### src/hptc_pkg.sv
// Shared constants and register indexes for the heading PID turn controller.
`timescale 1ns / 1ps
package hptc_pkg;

  localparam int CFG_IDX_W  = 3;
  localparam int CFG_DATA_W = 32;

  localparam logic [CFG_IDX_W-1:0] REG_GAIN_P    = 3'd0;
  localparam logic [CFG_IDX_W-1:0] REG_GAIN_I    = 3'd1;
  localparam logic [CFG_IDX_W-1:0] REG_GAIN_D    = 3'd2;
  localparam logic [CFG_IDX_W-1:0] REG_TOLERANCE = 3'd3;
  localparam logic [CFG_IDX_W-1:0] REG_DRIVE_MIN = 3'd4;
  localparam logic [CFG_IDX_W-1:0] REG_DRIVE_MAX = 3'd5;

  localparam logic OP_START  = 1'b0;
  localparam logic OP_SAMPLE = 1'b1;

  localparam int SETTLE_LIMIT_DEF = 5;

  // angle wrap: 36000 scaled up by 2^18 covers any 34-bit heading difference
  localparam int          WRAP_STEPS = 19;
  localparam logic [33:0] WRAP_TOP   = 34'd9437184000;
  localparam int          WRAP_HALF  = 18000;
  localparam int          WRAP_FULL  = 36000;

  localparam int DIV_STEPS   = 26;
  localparam int SUM_LIMIT   = 50000000;
  localparam int FORCE_BAND  = 800;
  localparam int FORCE_DRIVE = 50;
  localparam int DT_DEFAULT  = 10;

  localparam logic signed [31:0] GAIN_P_RST    = 32'sd65536;
  localparam logic [14:0]        TOLERANCE_RST = 15'd100;
  localparam logic signed [10:0] DRIVE_MIN_RST = -11'sd600;
  localparam logic signed [10:0] DRIVE_MAX_RST = 11'sd600;

endpackage

### src/heading_pid_turn_controller.sv
// Heading PID turn controller: angle wrap, serial divide and serial multiply-accumulate.
//
//  channel | signals                                           | dir
//  in      | in_valid in_ready in_op in_heading in_target_angle | in
//          | in_elapsed_ms                                     |
//  out     | out_valid out_ready out_left_drive out_right_drive| out
//          | out_done_res out_busy_res                         |
//  cfg     | cfg_we cfg_index cfg_data                         | in
//
// A start request or an ignored sample goes straight to the emit state. An active sample
// runs the angle wrap, then the rate divider (skipped on the first sample), then the
// bit-serial multiply-accumulate, which dominates.
// Reset is synchronous and restores register and turn state. A new request is taken
// while a result waits; a stalled output holds the finished result in the last state.
`timescale 1ns / 1ps
module heading_pid_turn_controller #(
  parameter int SETTLE_LIMIT = hptc_pkg::SETTLE_LIMIT_DEF
) (
  input  logic                             clk,
  input  logic                             rst_n,
  input  logic                             in_valid,
  output logic                             in_ready,
  input  logic                             in_op,
  input  logic signed [31:0]               in_heading,
  input  logic signed [23:0]               in_target_angle,
  input  logic [15:0]                      in_elapsed_ms,
  output logic                             out_valid,
  input  logic                             out_ready,
  output logic signed [10:0]               out_left_drive,
  output logic signed [10:0]               out_right_drive,
  output logic                             out_done_res,
  output logic                             out_busy_res,
  input  logic                             cfg_we,
  input  logic [hptc_pkg::CFG_IDX_W-1:0]   cfg_index,
  input  logic [hptc_pkg::CFG_DATA_W-1:0]  cfg_data
);
  import hptc_pkg::*;

  typedef enum logic [3:0] {
    S_IDLE, S_WRAP, S_FIXE, S_PREP, S_SUMU, S_DIV, S_MLOAD, S_MUL, S_FIN, S_EMIT
  } state_t;

  state_t state_r;

  logic signed [31:0] gain_p_r, gain_i_r, gain_d_r;
  logic [14:0]        tol_r;
  logic signed [10:0] dmin_r, dmax_r;

  logic signed [32:0] goal_r;
  logic signed [15:0] prior_r;
  logic signed [26:0] sum_r;
  logic               first_r;
  logic [2:0]         settle_r;
  logic               turning_r;

  logic [33:0]        a_r;
  logic [33:0]        wmod_r;
  logic               neg_r;
  logic [15:0]        dt_r;
  logic signed [15:0] e_r;
  logic signed [31:0] prod_r;
  logic [25:0]        num_r;
  logic               num_neg_r;
  logic [16:0]        rem_r;
  logic [25:0]        quo_r;
  logic [4:0]         cnt_r;
  logic [1:0]         phase_r;
  logic signed [63:0] acc_r;
  logic signed [63:0] mcand_r;
  logic [26:0]        mplier_r;

  logic signed [10:0] res_left_r, res_right_r;
  logic               res_done_r, res_busy_r;
  logic               out_valid_r;
  logic signed [10:0] out_left_r, out_right_r;
  logic               out_done_r, out_busy_r;

  logic               in_acc;
  logic signed [33:0] ediff;
  logic signed [16:0] am, e_fix;
  logic signed [16:0] diff;
  logic signed [26:0] num_s;
  logic signed [32:0] sum_w;
  logic [16:0]        rem_sh;
  logic signed [26:0] rate;
  logic signed [63:0] addend;
  logic signed [47:0] v, v_f, v_c;
  logic signed [10:0] v11;
  logic [15:0]        mag;
  logic [2:0]         settle_nxt;

  assign in_ready = (state_r == S_IDLE);
  assign in_acc   = in_valid && in_ready;
  assign out_valid       = out_valid_r;
  assign out_left_drive  = out_left_r;
  assign out_right_drive = out_right_r;
  assign out_done_res    = out_done_r;
  assign out_busy_res    = out_busy_r;

  always_comb begin
    ediff = 34'(goal_r) - 34'(in_heading);
    am = {1'b0, a_r[15:0]};
    if (neg_r) begin
      e_fix = -am;
      if (e_fix < -17'sd18000) e_fix = e_fix + 17'(WRAP_FULL);
    end else begin
      e_fix = am;
      if (am > 17'(WRAP_HALF)) e_fix = am - 17'(WRAP_FULL);
    end
    diff  = 17'(e_r) - 17'(prior_r);
    num_s = 27'(diff) * 27'sd1000;
    sum_w = 33'(sum_r) + 33'(prod_r);
    rem_sh = {rem_r[15:0], num_r[25]};
    rate = num_neg_r ? -$signed({1'b0, quo_r}) : $signed({1'b0, quo_r});
    addend = mplier_r[0] ? mcand_r : 64'sd0;
    v = acc_r[63:16];
    v_f = v;
    if (e_r > 16'(FORCE_BAND) && v < 48'(FORCE_DRIVE)) v_f = 48'(FORCE_DRIVE);
    if (e_r < -16'sd800 && v > -48'sd50) v_f = -48'sd50;
    v_c = v_f;
    if (v_c < 48'(dmin_r)) v_c = 48'(dmin_r);
    if (v_c > 48'(dmax_r)) v_c = 48'(dmax_r);
    v11 = v_c[10:0];
    mag = e_r[15] ? 16'(-e_r) : 16'(e_r);
    if (mag < {1'b0, tol_r}) settle_nxt = (settle_r == 3'd7) ? settle_r : settle_r + 3'd1;
    else settle_nxt = 3'd0;
  end

  always_ff @(posedge clk) begin
    if (!rst_n) begin
      state_r     <= S_IDLE;
      out_valid_r <= 1'b0;
      gain_p_r    <= GAIN_P_RST;
      gain_i_r    <= '0;
      gain_d_r    <= '0;
      tol_r       <= TOLERANCE_RST;
      dmin_r      <= DRIVE_MIN_RST;
      dmax_r      <= DRIVE_MAX_RST;
      goal_r      <= '0;
      prior_r     <= '0;
      sum_r       <= '0;
      first_r     <= 1'b1;
      settle_r    <= '0;
      turning_r   <= 1'b0;
    end else begin
      if (cfg_we) begin
        case (cfg_index)
          REG_GAIN_P:    gain_p_r <= cfg_data;
          REG_GAIN_I:    gain_i_r <= cfg_data;
          REG_GAIN_D:    gain_d_r <= cfg_data;
          REG_TOLERANCE: tol_r    <= cfg_data[14:0];
          REG_DRIVE_MIN: dmin_r   <= cfg_data[10:0];
          REG_DRIVE_MAX: dmax_r   <= cfg_data[10:0];
          default: ;
        endcase
      end
      if (out_valid_r && out_ready && state_r != S_EMIT) out_valid_r <= 1'b0;

      case (state_r)
        S_IDLE: begin
          if (in_acc) begin
            dt_r <= (in_elapsed_ms <= 16'd1) ? 16'(DT_DEFAULT) : in_elapsed_ms;
            res_left_r  <= '0;
            res_right_r <= '0;
            res_done_r  <= 1'b0;
            if (in_op == OP_START) begin
              goal_r    <= 33'(in_heading) + 33'(in_target_angle);
              sum_r     <= '0;
              prior_r   <= '0;
              first_r   <= 1'b1;
              settle_r  <= '0;
              turning_r <= 1'b1;
              res_busy_r <= 1'b1;
              state_r   <= S_EMIT;
            end else if (!turning_r) begin
              res_busy_r <= 1'b0;
              state_r    <= S_EMIT;
            end else begin
              neg_r   <= ediff[33];
              a_r     <= ediff[33] ? 34'(-ediff) : 34'(ediff);
              wmod_r  <= WRAP_TOP;
              cnt_r   <= 5'(WRAP_STEPS - 1);
              state_r <= S_WRAP;
            end
          end
        end
        S_WRAP: begin
          if (a_r >= wmod_r) a_r <= a_r - wmod_r;
          wmod_r <= wmod_r >> 1;
          cnt_r  <= cnt_r - 5'd1;
          if (cnt_r == 5'd0) state_r <= S_FIXE;
        end
        S_FIXE: begin
          e_r     <= e_fix[15:0];
          state_r <= S_PREP;
        end
        S_PREP: begin
          prod_r    <= 32'(e_r) * 32'($signed({1'b0, dt_r}));
          num_neg_r <= num_s[26];
          num_r     <= num_s[26] ? 26'(-num_s) : num_s[25:0];
          state_r   <= S_SUMU;
        end
        S_SUMU: begin
          if (sum_w > 33'(SUM_LIMIT)) sum_r <= 27'(SUM_LIMIT);
          else if (sum_w < -33'sd50000000) sum_r <= -27'sd50000000;
          else sum_r <= sum_w[26:0];
          acc_r   <= '0;
          rem_r   <= '0;
          quo_r   <= '0;
          phase_r <= '0;
          cnt_r   <= 5'(DIV_STEPS - 1);
          state_r <= first_r ? S_MLOAD : S_DIV;
        end
        S_DIV: begin
          // restoring divide, one quotient bit per cycle
          if (rem_sh >= {1'b0, dt_r}) begin
            rem_r <= rem_sh - {1'b0, dt_r};
            quo_r <= {quo_r[24:0], 1'b1};
          end else begin
            rem_r <= rem_sh;
            quo_r <= {quo_r[24:0], 1'b0};
          end
          num_r <= num_r << 1;
          cnt_r <= cnt_r - 5'd1;
          if (cnt_r == 5'd0) state_r <= S_MLOAD;
        end
        S_MLOAD: begin
          case (phase_r)
            2'd0: begin
              mcand_r  <= 64'(gain_p_r);
              mplier_r <= 27'(e_r);
              cnt_r    <= 5'd15;
            end
            2'd1: begin
              mcand_r  <= 64'(gain_i_r);
              mplier_r <= sum_r;
              cnt_r    <= 5'd26;
            end
            default: begin
              mcand_r  <= 64'(gain_d_r);
              mplier_r <= rate;
              cnt_r    <= 5'd26;
            end
          endcase
          state_r <= S_MUL;
        end
        S_MUL: begin
          // sign bit of the multiplier carries negative weight
          if (cnt_r == 5'd0) acc_r <= acc_r - addend;
          else acc_r <= acc_r + addend;
          mcand_r  <= mcand_r <<< 1;
          mplier_r <= mplier_r >> 1;
          cnt_r    <= cnt_r - 5'd1;
          if (cnt_r == 5'd0) begin
            if (phase_r == 2'd2) state_r <= S_FIN;
            else begin
              phase_r <= phase_r + 2'd1;
              state_r <= S_MLOAD;
            end
          end
        end
        S_FIN: begin
          prior_r  <= e_r;
          first_r  <= 1'b0;
          settle_r <= settle_nxt;
          if (32'(settle_nxt) > 32'(SETTLE_LIMIT)) begin
            turning_r   <= 1'b0;
            res_done_r  <= 1'b1;
            res_busy_r  <= 1'b0;
            res_left_r  <= '0;
            res_right_r <= '0;
          end else begin
            res_done_r  <= 1'b0;
            res_busy_r  <= 1'b1;
            res_right_r <= v11;
            res_left_r  <= (v11 == -11'sd1024) ? 11'sd1023 : -v11;
          end
          state_r <= S_EMIT;
        end
        S_EMIT: begin
          if (!out_valid_r || out_ready) begin
            out_valid_r <= 1'b1;
            out_left_r  <= res_left_r;
            out_right_r <= res_right_r;
            out_done_r  <= res_done_r;
            out_busy_r  <= res_busy_r;
            state_r     <= S_IDLE;
          end
        end
        default: state_r <= S_IDLE;
      endcase
    end
  end

  a_done_zero: assert property (@(posedge clk) disable iff (!rst_n)
    out_valid && out_done_res |-> out_left_drive == 11'sd0 && out_right_drive == 11'sd0)
    else $error("done result with nonzero drive");

  a_done_busy: assert property (@(posedge clk) disable iff (!rst_n)
    out_valid |-> !(out_done_res && out_busy_res))
    else $error("done and busy both set");

  a_mirror: assert property (@(posedge clk) disable iff (!rst_n)
    out_valid |-> (out_left_drive == -out_right_drive) ||
                  (out_right_drive == -11'sd1024 && out_left_drive == 11'sd1023))
    else $error("left drive not mirror of right drive");

  a_start_emit: assert property (@(posedge clk) disable iff (!rst_n)
    in_valid && in_ready && in_op == OP_START |=> state_r == S_EMIT && turning_r)
    else $error("start request did not arm turn");

endmodule
### config.mk
export PLATFORM = sky130hd
export DESIGN_NAME = heading_pid_turn_controller
export DESIGN_NICKNAME = d
export VERILOG_FILES = /design/src/hptc_pkg.sv /design/src/heading_pid_turn_controller.sv
export SDC_FILE = /design/constraint.sdc
export NUM_CORES = 2
export LEC_CHECK = 0
export ABC_AREA = 1
export BUFFER_PORTS_ARGS = -buffer_cell sky130_fd_sc_hd__buf_2
export CAP_MARGIN = 0
export CORE_ASPECT_RATIO = 1.25
export CORE_MARGIN = 1
export CORE_UTILIZATION = 46
export CTS_CLUSTER_DIAMETER = 80
export DETAILED_ROUTE_END_ITERATION = 8
export PLACE_DENSITY = 0.62
export SYNTH_ARGS = -nofsm -noshare
export SYNTH_HDL_FRONTEND = slang
export SYNTH_SLANG_ARGS = --single-unit
### constraint.sdc
create_clock -name clk -period 9.6 [get_ports clk]
set_input_delay 1.92 -clock clk [delete_from_list [all_inputs] [get_ports clk]]
set_output_delay 1.92 -clock clk [all_outputs]
set_load 0.05 [all_outputs]
Yosys cells after proc, flatten, opt, wreduce, memory -nomap -nowiden
Cells that the tools add are included.
- bits of input ports: 113
- register bits: 631
- word-level logic and storage cells: 236
- order comparisons: 15
- multiply operators: 2
- bitwise logic cells: 1
- reductions and logical operators: 46
- multiplexer cells: 85
- eq/ne operators: 31
- $add $sub $neg: 19
- operator list (kind ; count):
    one-hot mux 64 bit (2 select lines) ; 3
    2-to-1 mux 34 bit ; 8
    one-hot mux 27 bit (2 select lines) ; 3
    2-to-1 mux 48 bit ; 3
    one-hot mux 34 bit (2 select lines) ; 2
    2-to-1 mux 27 bit ; 5
    2-to-1 mux 64 bit ; 2
    2-to-1 mux 16 bit ; 7
    one-hot mux 26 bit (2 select lines) ; 2
    adder 64 bit ; 1
    one-hot mux 16 bit (2 select lines) ; 2
    subtractor 64 bit ; 1
    2-to-1 mux 11 bit ; 5
    > comparator 48 x 11 -> 1 bit ; 1
    > comparator 48 x 7 -> 1 bit, second input constant ; 1
    < comparator 48 x 11 -> 1 bit ; 1
    < comparator 48 x 7 -> 1 bit, second input constant ; 1
    one-hot mux 11 bit (2 select lines) ; 2
    one-hot mux 4 bit (10 select lines) ; 1
    >= comparator 34 bit ; 1
    negation 34 bit ; 1
    subtractor 33 x 32 -> 34 bit ; 1
    subtractor 34 bit ; 1
    adder 27 x 32 -> 33 bit ; 1
    other kinds (65) ; 143

Depth between registers and ports, before layout
- depth in word-level cells: 12
- depth in mapped cells: 52
- gate-level depth less buffers: 48

Least setup slack after synthesis
OpenSTA, ideal clock, no wires.
- path kind: register to register
- start: reg e_r[1]
- end: reg res_left_r[8] (data pin)
- arrival: 6.781 ns
- cell stages (with the launch flop): 48
- library setup time: 0.255 ns
- setup slack: 2.564 ns
- cells stage by stage: edfxtp_1 > clkbuf_1 > inv_1 > ha_1 > inv_1 > nor3_1 > nand2_1 > nand3_1 > a21oi_2 > nand2_4 > clkbuf_1 > clkbuf_1 > nand2_1 > nand2_1 > ha_1 > a21oi_1 > o21ai_0 > a21oi_1 > [12 not listed] > nor3_1 > nor4b_2 > nand2_1 > nor4b_2 > o21ai_0 > a21o_1 > nand3_2 > buf_2 > nand3_1 > nand2_1 > ha_1 > nand2_1 > inv_1 > nand2_1 > nor2_2 > nand2_1 > nand3_1 > nand2_1
- cells in the longest elaborated chain, start to end: 12
- elaborated cells between the ends (all ways): 20
- those cells by class: 2 x add/sub; 6 x order compare; 1 x eq/ne; 9 x mux; 2 x reduce/logical
- ends and longest elaborated chain (what ; RTL line ; text):
    start: declaration ; heading_pid_turn_controller.sv:60 ; logic signed [15:0] e_r;
    start signal: assignment ; heading_pid_turn_controller.sv:194 ; e_r <= e_fix[15:0];
    > comparator 16 x 11 -> 1 bit ; heading_pid_turn_controller.sv:118 ; if (e_r > 16'(FORCE_BAND) && v < 48'(FORCE_DRIVE)) v_f = 48'(FORCE_DRIVE);
    logical AND 1 bit ; heading_pid_turn_controller.sv:118 ;
    2-to-1 mux 48 bit ; heading_pid_turn_controller.sv:118 ;
    2-to-1 mux 48 bit ; heading_pid_turn_controller.sv:119 ; if (e_r < -16'sd800 && v > -48'sd50) v_f = -48'sd50;
    < comparator 48 x 11 -> 1 bit ; heading_pid_turn_controller.sv:121 ; if (v_c < 48'(dmin_r)) v_c = 48'(dmin_r);
    2-to-1 mux 48 bit ; heading_pid_turn_controller.sv:121 ;
    > comparator 48 x 11 -> 1 bit ; heading_pid_turn_controller.sv:122 ; if (v_c > 48'(dmax_r)) v_c = 48'(dmax_r);
    2-to-1 mux 11 bit ; heading_pid_turn_controller.sv:122 ;
    negation 11 bit / equality test 11 bit (equally long branches) ; heading_pid_turn_controller.sv:276 ; res_left_r <= (v11 == -11'sd1024) ? 11'sd1023 : -v11;
    2-to-1 mux 11 bit ; heading_pid_turn_controller.sv:276 ;
    2-to-1 mux 11 bit * ; heading_pid_turn_controller.sv:266 ; if (32'(settle_nxt) > 32'(SETTLE_LIMIT)) begin
    one-hot mux 11 bit (2 select lines) * ; heading_pid_turn_controller.sv:159 ; case (state_r)
    end signal: assignment ; heading_pid_turn_controller.sv:276 ;
    end: declaration ; heading_pid_turn_controller.sv:72 ; logic signed [10:0] res_left_r, res_right_r;
Mark *: on every way between the ends. The rest lies on a longest branch, timed or not.
A chain may end at the register's enable or synchronous reset.

Worst setup path after layout
- start: reg e_r[4]
- end: reg res_left_r[8] (data pin)
Same word-level chain as after synthesis.

==> summary.md <==
| Metric | Value |
|---|---|
| Minimum clock period after layout | 8.268 ns |
| Port Buffers | 138 |
| Antenna-violating nets left | 0 |
| Largest stage delay on the critical path | 0.72 ns |
| Max Freq | 120.9 MHz |
| Gate Count Post-Synth | 7562 |
| Drt first-iter violations | 2798 |
| CTS sink cnt | ~630 |
| Via Count | 49.09k |
| PnR worst setup slack | approximately 1.3 ns |
| Post-place setup slack | 0.9093 ns |
| Wire per inst | 17.83 um |
| First-pass GRT wire length | 262500 um |
| Grt ovf | 0 |
| Layout area overhead | 8.809% |
| Status | complete, no violations |
| Vias in the first global route | slightly below 50k |
| Post-synthesis async set-or-reset flop share | 0% |
| # nets final | between 8k and 9k |
| CTS tree | done |
| Netlist cell types | 75 |
| Mapped Avg Cell Area | between 7 and 8 sq um |
| RSZ-0062 raised after global routing | false |
| Crit start category | flip-flop |
| #FFs+latches synth | about 630 |
| Clock Path Buffers | 3 |
| Worst-path maximum fanout | 43 |
| Max-cap viol count | 0 |
| Commonest cells post-synth | nand2_1 (1566), inv_1 (1252), nor2_1 (855), a21oi_1 (586), o21ai_0 (537) |
| Top cell by count, worst path | nand2_1 |
| Layout cells sized above 1 | 5.788% |
| Worst EP required | roughly 10 ns |
| Ports | 139 |
| Core footprint | 121800 sq um |
| Ranking of synthesized cells by area | edfxtp_1 (22%), ha_1 (12%), nand2_1 (10%) |
| GP Congestion | 1.011 |
| Final Slew Violations | 0 |
| Final period utilization | a little under nine tenths |
| Drt drc | 0 |
| Actual slew at the worst max-slew pin | 1.204 ns |
| Syn_nets | 8467 |
| Cell taking the most area after synthesis | edfxtp_1 |
| Post-synth EDFFs | a little over 400 |
| Area occupied by multi-input gates | 34400 sq um |
| Synth Flop Type | edfxtp_1 |
| Post-Syn Area | 56700 sq um |
| Hold-fix buffers at CTS | 0 |
| Synth warn | 0 |
| Tot GR Track Use | 26.57% |
| Root buffer cell | clkbuf_16 |
| Crit Path Class | flip-flop to flip-flop |
| Final hold vios | 0 |
| Register clock-pin slew on the reported worst setup and hold paths | 0.07 ns |
| Initial antenna violation count | 11 |
| Hold crit path type | flip-flop to flip-flop |
| Post-Route WL | around 170000 um |
| Initial Utilization | 46.54% |
| Clk_lat worst skew | 0.70 ns |
| Area share of the largest cell type after synthesis | 21.66% |
| Worst EP arrival | 8.71 ns |
| CP max-delay cell | edfxtp_1 |
| Rows | 143 |
| Vias per cell | between 5 and 6 |
| Die Area | approximately 120000 sq um |
| Die Width | 316.0 um |
| 1st-pass router iterations | 5 |
| Most common cell in the netlist | nand2_1 |
| Die height | between 300 and 400 um |
| Number of fill cells | 12.13k |
| Area occupied by registers | roughly 17000 sq um |
| Setup_tns | 0 ns |
| Final setup fails | 0 |
| Normalized max-slew margin | between 10% and 20% |
| TritonCTS Buffers | 77 |
| Largest net degree at the start of global routing | 89 |
| Sequential cell area fraction in the yosys report | between 20 and 30% |
| Skew final | 0.04229 ns |
| H-tree Lvls | 3 |
| HPWL after DPL | 128300 um |
| Crit path capture type | flip-flop |
## metal layers
metal,global-route usage (%),vias up,routed length [um]
li1,-,24669,-
met3,2.922,351,6856
met5,0,-,29
met1,30.39,23048,65730
met2,48.58,1017,84140
met4,12.91,6,8290
## placed cells by master (no fill, tap or decap), types with 81 or more instances in the layout
cell,synthesis,layout
dfxtp_1,219,219
nand2_1,1566,1565
fa_1,262,262
a21oi_1,586,583
o21ai_0,537,537
inv_1,1252,1250
nor2_1,855,843
clkbuf_16,0,81
edfxtp_1,409,409
nand3_1,176,176
ha_1,530,528
nor3_1,101,98
xor2_1,229,229
buf_2,12,137
## final cells by class
| type | count | area share [%] |
|---|---|---|
| clock buffer | 98 | 3.437 |
| inverter | 1263 | 7.688 |
| multi-input combinational | 5413 | 55.76 |
| timing repair buffer | 207 | 1.963 |
| tap | 1595 | 3.235 |
| sequential | 628 | 27.01 |
| clock inverter | 45 | 0.8801 |
| antenna | 6 | 0.02434 |
## kinds of logic (layout without fill, tap and decap cells)
group	Yosys count	in the layout	share of synthesized area, %
adder cells (fa/ha/maj)	792	792	20.95
buffers and inverters	1521	1613	10.15
flip-flops	628	628	29.39
AO/OA/AOI/OAI	1454	1454	14.33
AND/OR/NAND/NOR	2874	2874	20.64
XOR/XNOR	292	292	4.524
other	0	6	0
multiplexers	1	1	0.01986
## path summary, 6_finish.rpt
check / from / endpoint / slack [ns] / cells after the start
max: e_r[4] / res_left_r[8] / 1.33 / 41
max reg2reg: e_r[4] / res_left_r[8] / 1.33 / 41
min: res_left_r[7] / out_left_drive[7] / 0.42 / 0
min reg2reg: res_left_r[7] / out_left_drive[7] / 0.42 / 0
## sequential cells by signal, summed over array words and instances, names as in the netlist, 15 cells and up
name,count
acc_r,64
mcand_r,64
a_r,34
wmod_r,34
goal_r,33
gain_d_r,32
gain_i_r,32
gain_p_r,32
prod_r,32
mplier_r,27
sum_r,27
quo_r,26
num_r,23
dt_r,16
e_r,16
prior_r,16
rem_r,16
tol_r,15
## through the flow
| step | util [%] | instances | hold WS (ns) | cell area [sq um] |
|---|---|---|---|---|
| 2_1_floorplan | - | 7562 | 0.4003 | 56700 |
| 3_3_place_gp | 48.43 | 9105 | 0.4049 | 59010 |
| 3_5_place_dp | 48.43 | 9105 | 0.4056 | 59010 |
| 4_1_cts | 50.61 | 9248 | 0.4232 | 61670 |
| 5_1_grt | 50.62 | 9249 | 0.4301 | 61680 |
| 6_report | 50.64 | 9255 | 0.4182 | 61700 |
## worst max-delay path, delay by kind of cell, from the launching register on
kind,cells,cell delay (ns)
adder cells (fa/ha/maj),3,0.87
buffers and inverters,4,0.65
flip-flops,1,0.72
AND/OR/NAND/NOR,26,3.77
AO/OA/AOI/OAI,8,2.00
## repair_timing
action,CTS,global route
buffers inserted,0,1
endpoints found under the setup margin,0,11
gates resized for setup,0,1
Power is not shown: default switching activity piles up to over one toggle a cycle in this logic, so the estimate is an artifact.
